==> src/hdl/bit_sliced_bloom_filter_macros.svh <==
// ----------------------------------------------------------------------------
// bit_sliced_bloom_filter_macros
// Assertion macros for the bit-sliced Bloom filter; each expects aclk and
// aresetn in scope.
// ----------------------------------------------------------------------------
`ifndef BIT_SLICED_BLOOM_FILTER_MACROS_SVH
`define BIT_SLICED_BLOOM_FILTER_MACROS_SVH

// same-cycle implication
`define BSBF_ASSERT_IMP(lbl, ant, cons) \
    lbl: assert property (@(posedge aclk) disable iff (!aresetn) (ant) |-> (cons)) \
        else $error("bsbf: implication check failed");

// next-cycle implication
`define BSBF_ASSERT_NXT(lbl, ant, cons) \
    lbl: assert property (@(posedge aclk) disable iff (!aresetn) (ant) |=> (cons)) \
        else $error("bsbf: next-cycle check failed");

`endif

==> src/hdl/bsbf_pkg.sv <==
// ----------------------------------------------------------------------------
// bsbf_pkg
// Shared types and constants of the bit-sliced Bloom filter.
// ----------------------------------------------------------------------------
package bsbf_pkg;

    localparam int KEY_BYTES = 8;
    localparam int CFG_W     = 13;
    localparam int HCNT_W    = 4;
    localparam int CFG_IDX_W = 4;

    localparam logic [CFG_IDX_W-1:0] CFG_FILTER_ROWS = 4'd0;
    localparam logic [CFG_IDX_W-1:0] CFG_HASH_COUNT  = 4'd1;

    localparam logic [CFG_W-1:0]  FILTER_ROWS_RST = 13'd4096;
    localparam logic [HCNT_W-1:0] HASH_COUNT_RST  = 4'd3;

    // XXH32 primes
    localparam logic [31:0] PR2 = 32'd2246822519;
    localparam logic [31:0] PR3 = 32'd3266489917;
    localparam logic [31:0] PR4 = 32'd668265263;
    localparam logic [31:0] PR5 = 32'd374761393;

    typedef enum logic [3:0] {
        OP_NONE,
        OP_HINIT,
        OP_HR0,
        OP_HP1,
        OP_HR1,
        OP_HF1,
        OP_HF2,
        OP_HF3,
        OP_MSTEP,
        OP_MRD,
        OP_MWR,
        OP_CLR
    } dp_op_t;

    typedef struct packed {
        dp_op_t op;
        logic   load;
        logic   seed_clr;
        logic   seed_inc;
        logic   out_load;
        logic   out_val;
    } dp_cmd_t;

    typedef struct packed {
        logic clr_last;
        logic is_query;
        logic col_ok;
        logic n_zero;
        logic last_seed;
        logic mod_done;
        logic bit_set;
        logic out_busy;
    } dp_stat_t;

endpackage

==> src/hdl/bsbf_ctrl.sv <==
// ----------------------------------------------------------------------------
// bsbf_ctrl
// Sequencer: clearing pass, hash steps, modulo, row read/update, response.
// ----------------------------------------------------------------------------
module bsbf_ctrl import bsbf_pkg::*; (
    input  logic     aclk,
    input  logic     aresetn,
    input  logic     s_valid,
    output logic     s_ready,
    input  dp_stat_t stat,
    output dp_cmd_t  cmd
);

    typedef enum logic [3:0] {
        ST_CLEAR, ST_IDLE, ST_START, ST_HINIT, ST_HR0, ST_HP1, ST_HR1,
        ST_HF1, ST_HF2, ST_HF3, ST_MOD, ST_MRD, ST_MCHK, ST_RESP
    } state_t;

    state_t state_reg, state_next;
    logic   present_reg, present_next;

    always_comb begin
        state_next   = state_reg;
        present_next = present_reg;
        cmd          = '0;
        cmd.op       = OP_NONE;
        s_ready      = 1'b0;
        unique case (state_reg)
            ST_CLEAR: begin
                cmd.op = OP_CLR;
                if (stat.clr_last) state_next = ST_IDLE;
            end
            ST_IDLE: begin
                s_ready = 1'b1;
                if (s_valid) begin
                    cmd.load   = 1'b1;
                    state_next = ST_START;
                end
            end
            ST_START: begin
                cmd.seed_clr = 1'b1;
                if (!stat.col_ok || stat.n_zero) begin
                    present_next = stat.col_ok;
                    state_next   = stat.is_query ? ST_RESP : ST_IDLE;
                end else begin
                    state_next = ST_HINIT;
                end
            end
            ST_HINIT: begin cmd.op = OP_HINIT; state_next = ST_HR0; end
            ST_HR0:   begin cmd.op = OP_HR0;   state_next = ST_HP1; end
            ST_HP1:   begin cmd.op = OP_HP1;   state_next = ST_HR1; end
            ST_HR1:   begin cmd.op = OP_HR1;   state_next = ST_HF1; end
            ST_HF1:   begin cmd.op = OP_HF1;   state_next = ST_HF2; end
            ST_HF2:   begin cmd.op = OP_HF2;   state_next = ST_HF3; end
            ST_HF3:   begin cmd.op = OP_HF3;   state_next = ST_MOD; end
            ST_MOD: begin
                cmd.op = OP_MSTEP;
                if (stat.mod_done) state_next = ST_MRD;
            end
            ST_MRD: begin cmd.op = OP_MRD; state_next = ST_MCHK; end
            ST_MCHK: begin
                if (!stat.is_query) begin
                    cmd.op = OP_MWR;
                    if (stat.last_seed) begin
                        state_next = ST_IDLE;
                    end else begin
                        cmd.seed_inc = 1'b1;
                        state_next   = ST_HINIT;
                    end
                end else if (!stat.bit_set || stat.last_seed) begin
                    present_next = stat.bit_set;
                    state_next   = ST_RESP;
                end else begin
                    cmd.seed_inc = 1'b1;
                    state_next   = ST_HINIT;
                end
            end
            ST_RESP: begin
                if (!stat.out_busy) begin
                    cmd.out_load = 1'b1;
                    cmd.out_val  = present_reg;
                    state_next   = ST_IDLE;
                end
            end
            default: state_next = ST_CLEAR;
        endcase
    end

    always_ff @(posedge aclk) begin
        if (!aresetn) begin
            state_reg   <= ST_CLEAR;
            present_reg <= 1'b0;
        end else begin
            state_reg   <= state_next;
            present_reg <= present_next;
        end
    end

endmodule

==> config.mk <==
export PLATFORM = sky130hd
export DESIGN_NAME = bsbf_ctrl
export DESIGN_NICKNAME = d
export VERILOG_FILES = /design/src/hdl/bit_sliced_bloom_filter_macros.svh /design/src/hdl/bsbf_pkg.sv /design/src/hdl/bsbf_ctrl.sv
export SDC_FILE = /design/constraint.sdc
export NUM_CORES = 1
export LEC_CHECK = 0
export ABC_AREA = 0
export BUFFER_PORTS_ARGS = -buffer_cell sky130_fd_sc_hd__buf_2
export CAP_MARGIN = 15
export CORE_AREA = 2 2 39 41
export CTS_CLUSTER_DIAMETER = 40
export CTS_CLUSTER_SIZE = 30
export DETAILED_ROUTE_END_ITERATION = 10
export DIE_AREA = 0 0 41 43
export PLACE_DENSITY_LB_ADDON = 0.25
export SYNTH_ARGS = -nofsm -noshare
export SYNTH_HDL_FRONTEND = slang
export SYNTH_SLANG_ARGS = --single-unit
==> constraint.sdc <==
create_clock -name aclk -period 2.2 [get_ports aclk]
set_clock_uncertainty 0.2 [all_clocks]
set_input_delay 0.11 -clock aclk [delete_from_list [all_inputs] [get_ports aclk]]
set_output_delay 0.11 -clock aclk [all_outputs]
set_load 0.05 [all_outputs]
==> metrics.txt, run 1 <==
Worst-path clk slew=around 40 ps; setup violators final=0; worst-case clock buffer depth=2; CP Data Required Time=roughly 1900 ps; r2r endpoint=state_reg[1]$_SDFFE_PN0P_; critical-path cell list=nand2_1 -> nor3_2 -> and2_1 -> buf_2; Die H=between 40 and 50 um; commonest cells after routing, fill and taps aside=buf_2 (20), nand2_1 (8), nor2_1 (7), a21oi_1 (7); Top Ports=21; Overall Power=approximately 0.0004 W; R2R cell count=4; DRT Wirelength=1380 um; area grow syn2layout=25.4%; vias in the first global route=between 500 and 600; Inst Count DP=about 110; Final Util=50.9%; first-pass GRT wire length=between 2000 and 2500 um; Initial Utilization=40.6%; First DRT Iteration DRCs=6; CTS Buf Count=3; CP max stage delay=around 700 ps; Hold Slack=between 3 and 4 ps; vias per inst=approximately 5.5; RR Startpoint=state_reg[2]$_SDFFE_PN0P_; drt pass-1 iters=4; die area=about 1800 sq um; maximum VDD drop=about 0.00031 V; crit path to=cmd[0]; Min-Delay Path Class=in -> reg; Rel. slew slack=about three fifths; max-cap viol count=0; CTS root buf=clkbuf_4; R2R Setup Slk=approximately 360 ps; Critical path buffers and inverters=1; Chip Width=around 41 um; synth unique cells=34; Setup CP Type=reg -> out; Largest register FFs=4; Row Count=14; Critical Path Fanout Max=19; number of buffers added on ports=20; Crit path max-delay family=flip-flops; instance count on the critical path=4; drt wl/cell=between 10 and 15 um; initial antenna violation count=0; via count=630; Mean Syn Cell Area=~7.3 sq um; All-Layer GR Usage=17.7%; RSZ-0062 raised after global routing=no; most common cell after layout, fill and taps aside=buf_2; Routed Antenna Nets=0; DRC violation count after routing=0; global placer's final weighted congestion=0.811; Tmin final=2080 ps; Remaining Overflow, GRT=0; Sink Count=5; synthesized flop and latch total=5; slowest stage cell, crit path=dfxtp_1; Final Non-Filler Cells=around 110; Ys Warns=0; Clock Latency Late Sink=230 ps; fin area=a little over 700 sq um; Critical Path Start Type=flip-flop; Cell Pwr Density=a little under 600 nW/um^2; CTS tree=built; final hold viol count=0; CP Launch Point=state_reg[2]$_SDFFE_PN0P_; Syn Nets=a little under 90; Worst Setup End Kind=output port; sequential share of the synthesized area=between 10% and 20%; Detailed Place HPWL=1140 um; H-tree depth=1; Gate Count Post-Synth=77; dpl cell area=668 sq um; leakage power=between 0.3 and 0.4 nW; Inserted Diodes=0; Tightest Pin Transition=between 600 and 700 ps; Resize count post-CTS=0; f_max=just under 0.5 GHz; Core Area=1380 sq um; fin crit share=a little over nine tenths; layout cells sized above 1=roughly a third; largest net degree at the start of global routing=20; WP data arrival=~1800 ps; synthesized cell area=roughly 560 sq um; fin. max-slew vios=0; outcome=complete, no violations; Nets=110
-- report_power, final --
group          leakage (nW)  switching, W  internal, W
Clock                0.0150     0.0000341    0.0000684
Combinational         0.249      0.000127    0.0000612
Sequential           0.0407     0.0000186    0.0000972
-- timing repair --
action,CTS,global route
hold buffers,1,0
buffers inserted,0,0
setup endpoints to repair,0,0
hold endpoints to repair,4,0
-- cells in the mapped netlist (all sizes together) --
cell / n / area share [%]
o21a: 2 / 2.7
o2111a: 1 / 2.0
nor2: 7 / 4.7
nor3b: 1 / 3.3
nand2b: 2 / 2.2
a32o: 1 / 1.8
a41o: 1 / 1.8
o21ai: 4 / 3.6
and2: 1 / 1.1
a31oi: 1 / 1.1
a311oi: 1 / 1.6
nor4b: 1 / 4.2
and4bb: 1 / 2.9
nand3: 5 / 4.5
dfxtp: 5 / 18
nor3: 6 / 5.3
mux2i: 1 / 1.8
nand4: 1 / 1.1
inv: 3 / 2.0
mux2: 1 / 2.0
and3: 2 / 2.2
and3b: 1 / 1.6
buf: 6 / 6.9
and2b: 2 / 2.9
a211oi: 2 / 2.7
nand2: 8 / 5.3
a22o: 2 / 3.1
o32ai: 1 / 1.6
a21oi: 7 / 6.2
-- worst register-to-register path: cells and delay by family (launching register included) --
kind	cells	cell delay [ps]
AO/OA/AOI/OAI	3	700
flip-flops	1	700
AND/OR/NAND/NOR	1	200
-- kinds of logic after synthesis --
kind of cell    Yosys count  synth area share (%)
compound gates           23                  28.1
buf+inv                   9                  8.91
flops                     5                  17.8
mux                       2                  3.79
simple gates             38                  41.4
-- worst min path at each step --
stage	from	to	slack, ps	depth (start not counted)
finish	stat[2]	state_reg[1]$_SDFFE_PN0P_	4	3
global placement	aresetn	state_reg[1]$_SDFFE_PN0P_	160	2
CTS	stat[2]	state_reg[1]$_SDFFE_PN0P_	4	3
floorplan	aresetn	state_reg[2]$_SDFFE_PN0P_	30	1
global route	stat[2]	state_reg[1]$_SDFFE_PN0P_	30	3
detailed placement	aresetn	state_reg[1]$_SDFFE_PN0P_	170	2
-- area by class of cell --
| type | instances | area [sq um] |
|---|---|---|
| Timing Repair Buffer | 23 | 125 |
| Sequential cell | 5 | 100 |
| Multi-Input combinational cell | 63 | 422 |
| Fill cell | 149 | 679 |
| Tap cell | 16 | 20.0 |
| Inverter | 3 | 11.3 |
| Clock buffer | 4 | 26.3 |
-- through the flow --
stage / setup slack, ps / setup TNS, ps
after floorplan: -56.8 / -106
after global placement: 404 / 0
after detailed placement: 378 / 0
after CTS: 133 / 0
after global routing: 20.6 / 0
final: 124 / 0
-- metal layers --
metal | up-vias | share of wire [%] | GRT usage, %
li1 | 329 | - | -
met1 | 284 | 44 | 20.1
met2 | 13 | 50 | 29.7
met3 | 4 | 4.1 | 2.62
met4 | 0 | 1.3 | 9.33
met5 | - | 0 | 0
Note: power is estimated with default switching activity, not from simulation.
==> run 2, diff against run 1 <==
CTS_BUF_LIST = sky130_fd_sc_hd__clkbuf_4 sky130_fd_sc_hd__clkbuf_8   (was default)
==> run 2 against run 1 <==
Compared with the run above:
- sequential power barely moved
- critical endpoint unchanged
- design area increased by 0.53%
- die area unchanged
- largest cell class unchanged
- largest power group unchanged
- highest routed layer unchanged
==> metrics.txt, run 2 (synthesis results as in run 1) <==
layout cells sized above 1=34.7% (+1.0 points); Worst Setup End Kind=output port; Rel. slew slack=59.8% (about the same); Logic pwr share=44.9% (-1.4 points); Min-Delay Path Class=in -> reg; Core Area=1380 sq um (unchanged); Final Util=51.2% (+0.27 points); Worst-path clk slew=40 ps (about the same); R2R cell count=4 (unchanged); worst hold path cell count=3 (unchanged); Routed Antenna Nets=0 (unchanged); Clock Latency Late Sink=230 ps (about the same); Switching Fraction=43.0% (-1.2 points); Cell Pwr Density=592 nW/um^2 (+2.6%); vias per inst=5.53 (unchanged); vias in the first global route=549 (unchanged); via count=630 (unchanged); Sink Count=5 (unchanged); H-tree depth=1 (unchanged); DRC violation count after routing=0 (unchanged); Hold Slack=3.67 ps (unchanged); Resize count post-CTS=0 (unchanged); WP data arrival=1770 ps (about the same); fin crit share=94.4% (about the same); sequential share of power=27.6% (-0.9 points); Remaining Overflow, GRT=0 (unchanged); initial antenna violation count=0 (unchanged); Critical Path Start Type=flip-flop; die area=1760 sq um (unchanged); Largest register FFs=4 (unchanged); first-pass GRT wire length=2160 um (unchanged); drt wl/cell=12.1 um (+0.15%); CTS root buf=clkbuf_4; maximum VDD drop=0.000314 V (about the same); drt pass-1 iters=4 (unchanged); Top Ports=21 (unchanged); Nets=110 (unchanged); RSZ-0062 raised after global routing=no; final-layout fill cell count=147 (-1.3%); Post-CTS Setup Bufs=0 (unchanged); CTS Buf Count=3 (unchanged); CTS tree=built; DRT Wirelength=1380 um (+0.15%); Tightest Pin Transition=603 ps (+0.00232 ps); setup violators final=0 (unchanged); most common cell after layout, fill and taps aside=buf_2; leakage power=0.308 nW (+1.1%); Tmin final=2080 ps (+0.884 ps); First DRT Iteration DRCs=6 (unchanged); CP max stage delay=700 ps (about the same); CP Data Required Time=1890 ps (about the same); final hold viol count=0 (unchanged); Chip Width=41 um (unchanged); Detailed Place HPWL=1140 um (unchanged); slowest stage cell, crit path=dfxtp_1; Pint=0.000239 W (+5.4%); Clk pwr share=27.5% (+2.3 points); critical-path cell list=nand2_1 -> nor3_2 -> and2_1 -> buf_2; Critical Path Fanout Max=19 (unchanged); Row Count=14 (unchanged); NetSw=0.000180 W (+0.21%); All-Layer GR Usage=17.7% (unchanged); commonest cells after routing, fill and taps aside=buf_2 (20), nand2_1 (8), nor2_1 (7), a21oi_1 (7); global placer's final weighted congestion=0.811 (unchanged); Die H=43 um (unchanged); worst-case clock buffer depth=2 (unchanged); outcome=complete, no violations; fin. max-slew vios=0 (unchanged); largest net degree at the start of global routing=20 (unchanged); Inserted Diodes=0 (unchanged); number of buffers added on ports=20 (unchanged); cts hold-fix bufs=1 (unchanged); area grow syn2layout=26.1%; Setup CP Type=reg -> out; Initial Utilization=40.6% (unchanged); max-cap viol count=0 (unchanged); f_max=0.482 GHz (about the same)
==> run 2: cell types whose count changed in the layout (fill, tap and decap cells not counted) <==
cell / delta
clkbuf_4: +1
clkbuf_1: -1
==> run 2: area by class of cell <==
type	count	area [sq um]	area share, %
timing repair buffer	23	125	17.7
multi-input combinational	63	422	59.5
tap	16	20.0	2.83
sequential	5	100	14.1
clock buffer	4	30.0	4.24
inverter	3	11.3	1.59
==> run 2: worst paths after layout <==
check                           slack [ps]                      start                        end
worst max-delay path                   120  state_reg[2]$_SDFFE_PN0P_                     cmd[0]
worst min-delay path                     4                    stat[2]  state_reg[1]$_SDFFE_PN0P_
worst max register to register         360  state_reg[2]$_SDFFE_PN0P_  state_reg[1]$_SDFFE_PN0P_
worst min register to register         300   present_reg$_SDFFE_PN0P_   present_reg$_SDFFE_PN0P_
==> run 2: power groups by stage <==
stage	sequential, W	clock (W)	combinational, W
after floorplan	0.000106	0	0.000155
after global placement	0.000117	0	0.000185
after detailed placement	0.000117	0	0.000188
after CTS	0.000115	0.000118	0.000190
after global routing	0.000118	0.000121	0.000204
final	0.000116	0.000115	0.000188
==> run 2: metrics by stage <==
step	total power, W	area (sq um)	TNS [ps]	cells	setup slack (ps)
3_5_place_dp	0.000305	668	0	109	378
3_3_place_gp	0.000302	668	0	109	404
5_1_grt	0.000443	708	0	114	21.2
4_1_cts	0.000424	708	0	114	133
2_1_floorplan	0.000261	572	-106	77	-56.8
6_report	0.000419	708	0	114	123
==> run 2: worst max-delay path, delay by kind of cell (launching register included) <==
family / cells / cell delay, ps
and+or+nand+nor: 3 / 580
DFF: 1 / 700
buffers and inverters: 1 / 250
==> run 2: metal layers <==
layer  track usage [%]  share of wire, %  vias up  wire [um]
met4              9.33               1.3        0         18
met1              20.1                44      284        610
met2              29.7                50       13        693
li1                  -                 -      329          -
met3              2.62               4.1        4         56
met5                 0                 0        -          0
==> run 3, diff against run 2 <==
==> constraint.sdc (replaced) <==
create_clock -name aclk -period 2.2 [get_ports aclk]
set_clock_uncertainty 0.2 [all_clocks]
set_input_delay 0.22 -clock aclk [delete_from_list [all_inputs] [get_ports aclk]]
set_output_delay 0.22 -clock aclk [all_outputs]
set_load 0.05 [all_outputs]
==> run 3 against run 2 <==
Compared with the run above:
- final cell count is 0.88% lower
- core utilization down 0.54 points
- design area decreased by 1.1%
- clock-buffer cell count did not move
- combinational power fell by 5%
- highest routed layer is now met3
- via count is 3.5% lower
- die area stayed put
==> metrics.txt, run 3 (synthesis results as in run 1) <==
outcome=complete, no violations; Resize count post-CTS=0 (unchanged); Critical Path Fanout Max=11 (-8); drt wl/cell=12.2 um (+0.52%); All-Layer GR Usage=17.6% (-0.12 points); Tmin final=2040 ps (-32.1 ps); global route hottest layer=met2; Critical Path Start Type=flip-flop; Rel. slew slack=67.2% (+7.5 points); Min-Delay Path Class=in -> reg; Worst Setup End Kind=output port; Inserted Diodes=0 (unchanged); Chip Width=41 um (unchanged); met3 usage=3.14% (+0.52 points); Setup CP Type=reg -> out; max-cap viol count=0 (unchanged); Nets=109 (-0.91%); DRT Wirelength=1370 um (-0.36%); final-layout fill cell count=139 (-5.4%); commonest cells after routing, fill and taps aside=buf_2 (20), nand2_1 (8), nor2_1 (7), a21oi_1 (7); Hold Slack=38.7 ps (+35.1 ps); First DRT Iteration DRCs=8 (+2); met2 Use GR=26.6% (-3.1 points); most common cell after layout, fill and taps aside=buf_2; fin. max-slew vios=0 (unchanged); Core Area=1380 sq um (unchanged); Largest register FFs=4 (unchanged); CTS Buf Count=3 (unchanged); Tightest Pin Transition=491 ps (-112 ps); number of buffers added on ports=20 (unchanged); f_max=0.489 GHz (+1.6%); CTS tree=built; Post-CTS Setup Bufs=0 (unchanged); fin area=701 sq um (-1.1%); layout cells sized above 1=37.1% (+2.4 points); Clock Latency Late Sink=240 ps (about the same); vias per inst=5.38 (-2.6%); dpl cell area=668 sq um (unchanged); drt pass-1 iters=4 (unchanged); WP data arrival=1620 ps (-150 ps); cts hold-fix bufs=0 (-1); largest net degree at the start of global routing=17 (-15%); fin crit share=92.9% (-1.5 points); area grow syn2layout=24.7%; initial antenna violation count=0 (unchanged); Sink Count=5 (unchanged); H-tree depth=1 (unchanged); Worst-path clk slew=40 ps (about the same); Remaining Overflow, GRT=0 (unchanged); worst-case clock buffer depth=2 (unchanged); DRC violation count after routing=0 (unchanged); Initial Utilization=40.6% (unchanged); die area=1760 sq um (unchanged); CP Data Required Time=1780 ps (-110 ps); via count=608 (-3.5%); register area=103 sq um (+2.5%); global placer's final weighted congestion=0.771 (-4.9%); CTS root buf=clkbuf_4; final hold viol count=0 (unchanged); Detailed Place HPWL=1060 um (-7.4%); area occupied by multi-input gates=422 sq um (unchanged); vias in the first global route=523 (-4.7%); Top Ports=21 (unchanged); Routed Antenna Nets=0 (unchanged); first-pass GRT wire length=2170 um (+0.32%); Cell Pwr Density=594 nW/um^2 (+0.40%); Row Count=14 (unchanged); RSZ-0062 raised after global routing=no; maximum VDD drop=0.000379 V (+21%); leakage power=0.305 nW (-1.0%); setup violators final=0 (unchanged); met1 Use GR=24.2% (+4.1 points); Die H=43 um (unchanged)
-- run 3: cell types whose count changed in the layout (fill, tap and decap cells not counted) --
cell | before | now
dfxtp_1 | 5 | 3
dfxtp_2 | 0 | 2
dlygate4sd3_1 | 1 | 0
-- run 3: metrics by stage --
| step | setup TNS [ps] | setup slack, ps | utilization [%] | instances | power, W |
|---|---|---|---|---|---|
| 2_1_floorplan | -340 | -167 | - | 77 | 0.000261 |
| 3_3_place_gp | 0 | 365 | 48.3 | 109 | 0.000299 |
| 3_5_place_dp | 0 | 364 | 48.3 | 109 | 0.000300 |
| 4_1_cts | 0 | 85.9 | 50.5 | 113 | 0.000418 |
| 5_1_grt | 0 | 7.28 | 50.6 | 113 | 0.000446 |
| 6_report | 0 | 155 | 50.6 | 113 | 0.000416 |
-- run 3: critical path, cell delays in order (launching register included) --
cell and delay, ps:
dfxtp_1 570, and4bb_4 330, nor3b_4 200, buf_2 290
-- run 3: path summary, 6_finish.rpt --
| check | from | endpoint | slack (ps) | depth (start not counted) |
|---|---|---|---|---|
| max reg2reg | state_reg[3]$_SDFFE_PN0P_ | state_reg[3]$_SDFFE_PN0P_ | 390 | 5 |
| min reg2reg | present_reg$_SDFFE_PN0P_ | present_reg$_SDFFE_PN0P_ | 310 | 2 |
| min | aresetn | state_reg[2]$_SDFFE_PN0P_ | 40 | 2 |
| max | state_reg[3]$_SDFFE_PN0P_ | cmd[2] | 160 | 3 |
-- run 3: report_power, final --
group	switching [W]	internal [W]
combinational	0.000122	0.0000573
sequential	0.0000233	0.0000981
clock	0.0000352	0.0000807
total	0.000180	0.000236
-- run 3: final cells by class --
cell class	instances	share of cell area [%]
Sequential cell	5	14.6
Multi-Input combinational cell	63	60.2
Tap cell	16	2.86
Inverter	3	1.61
Clock buffer	4	4.29
Timing Repair Buffer	22	16.4
-- run 3: metal layers --
layer	vias up	wire length, um
met1	263	653
met2	17	665
met3	0	53
met5	-	0
li1	328	-
met4	0	0
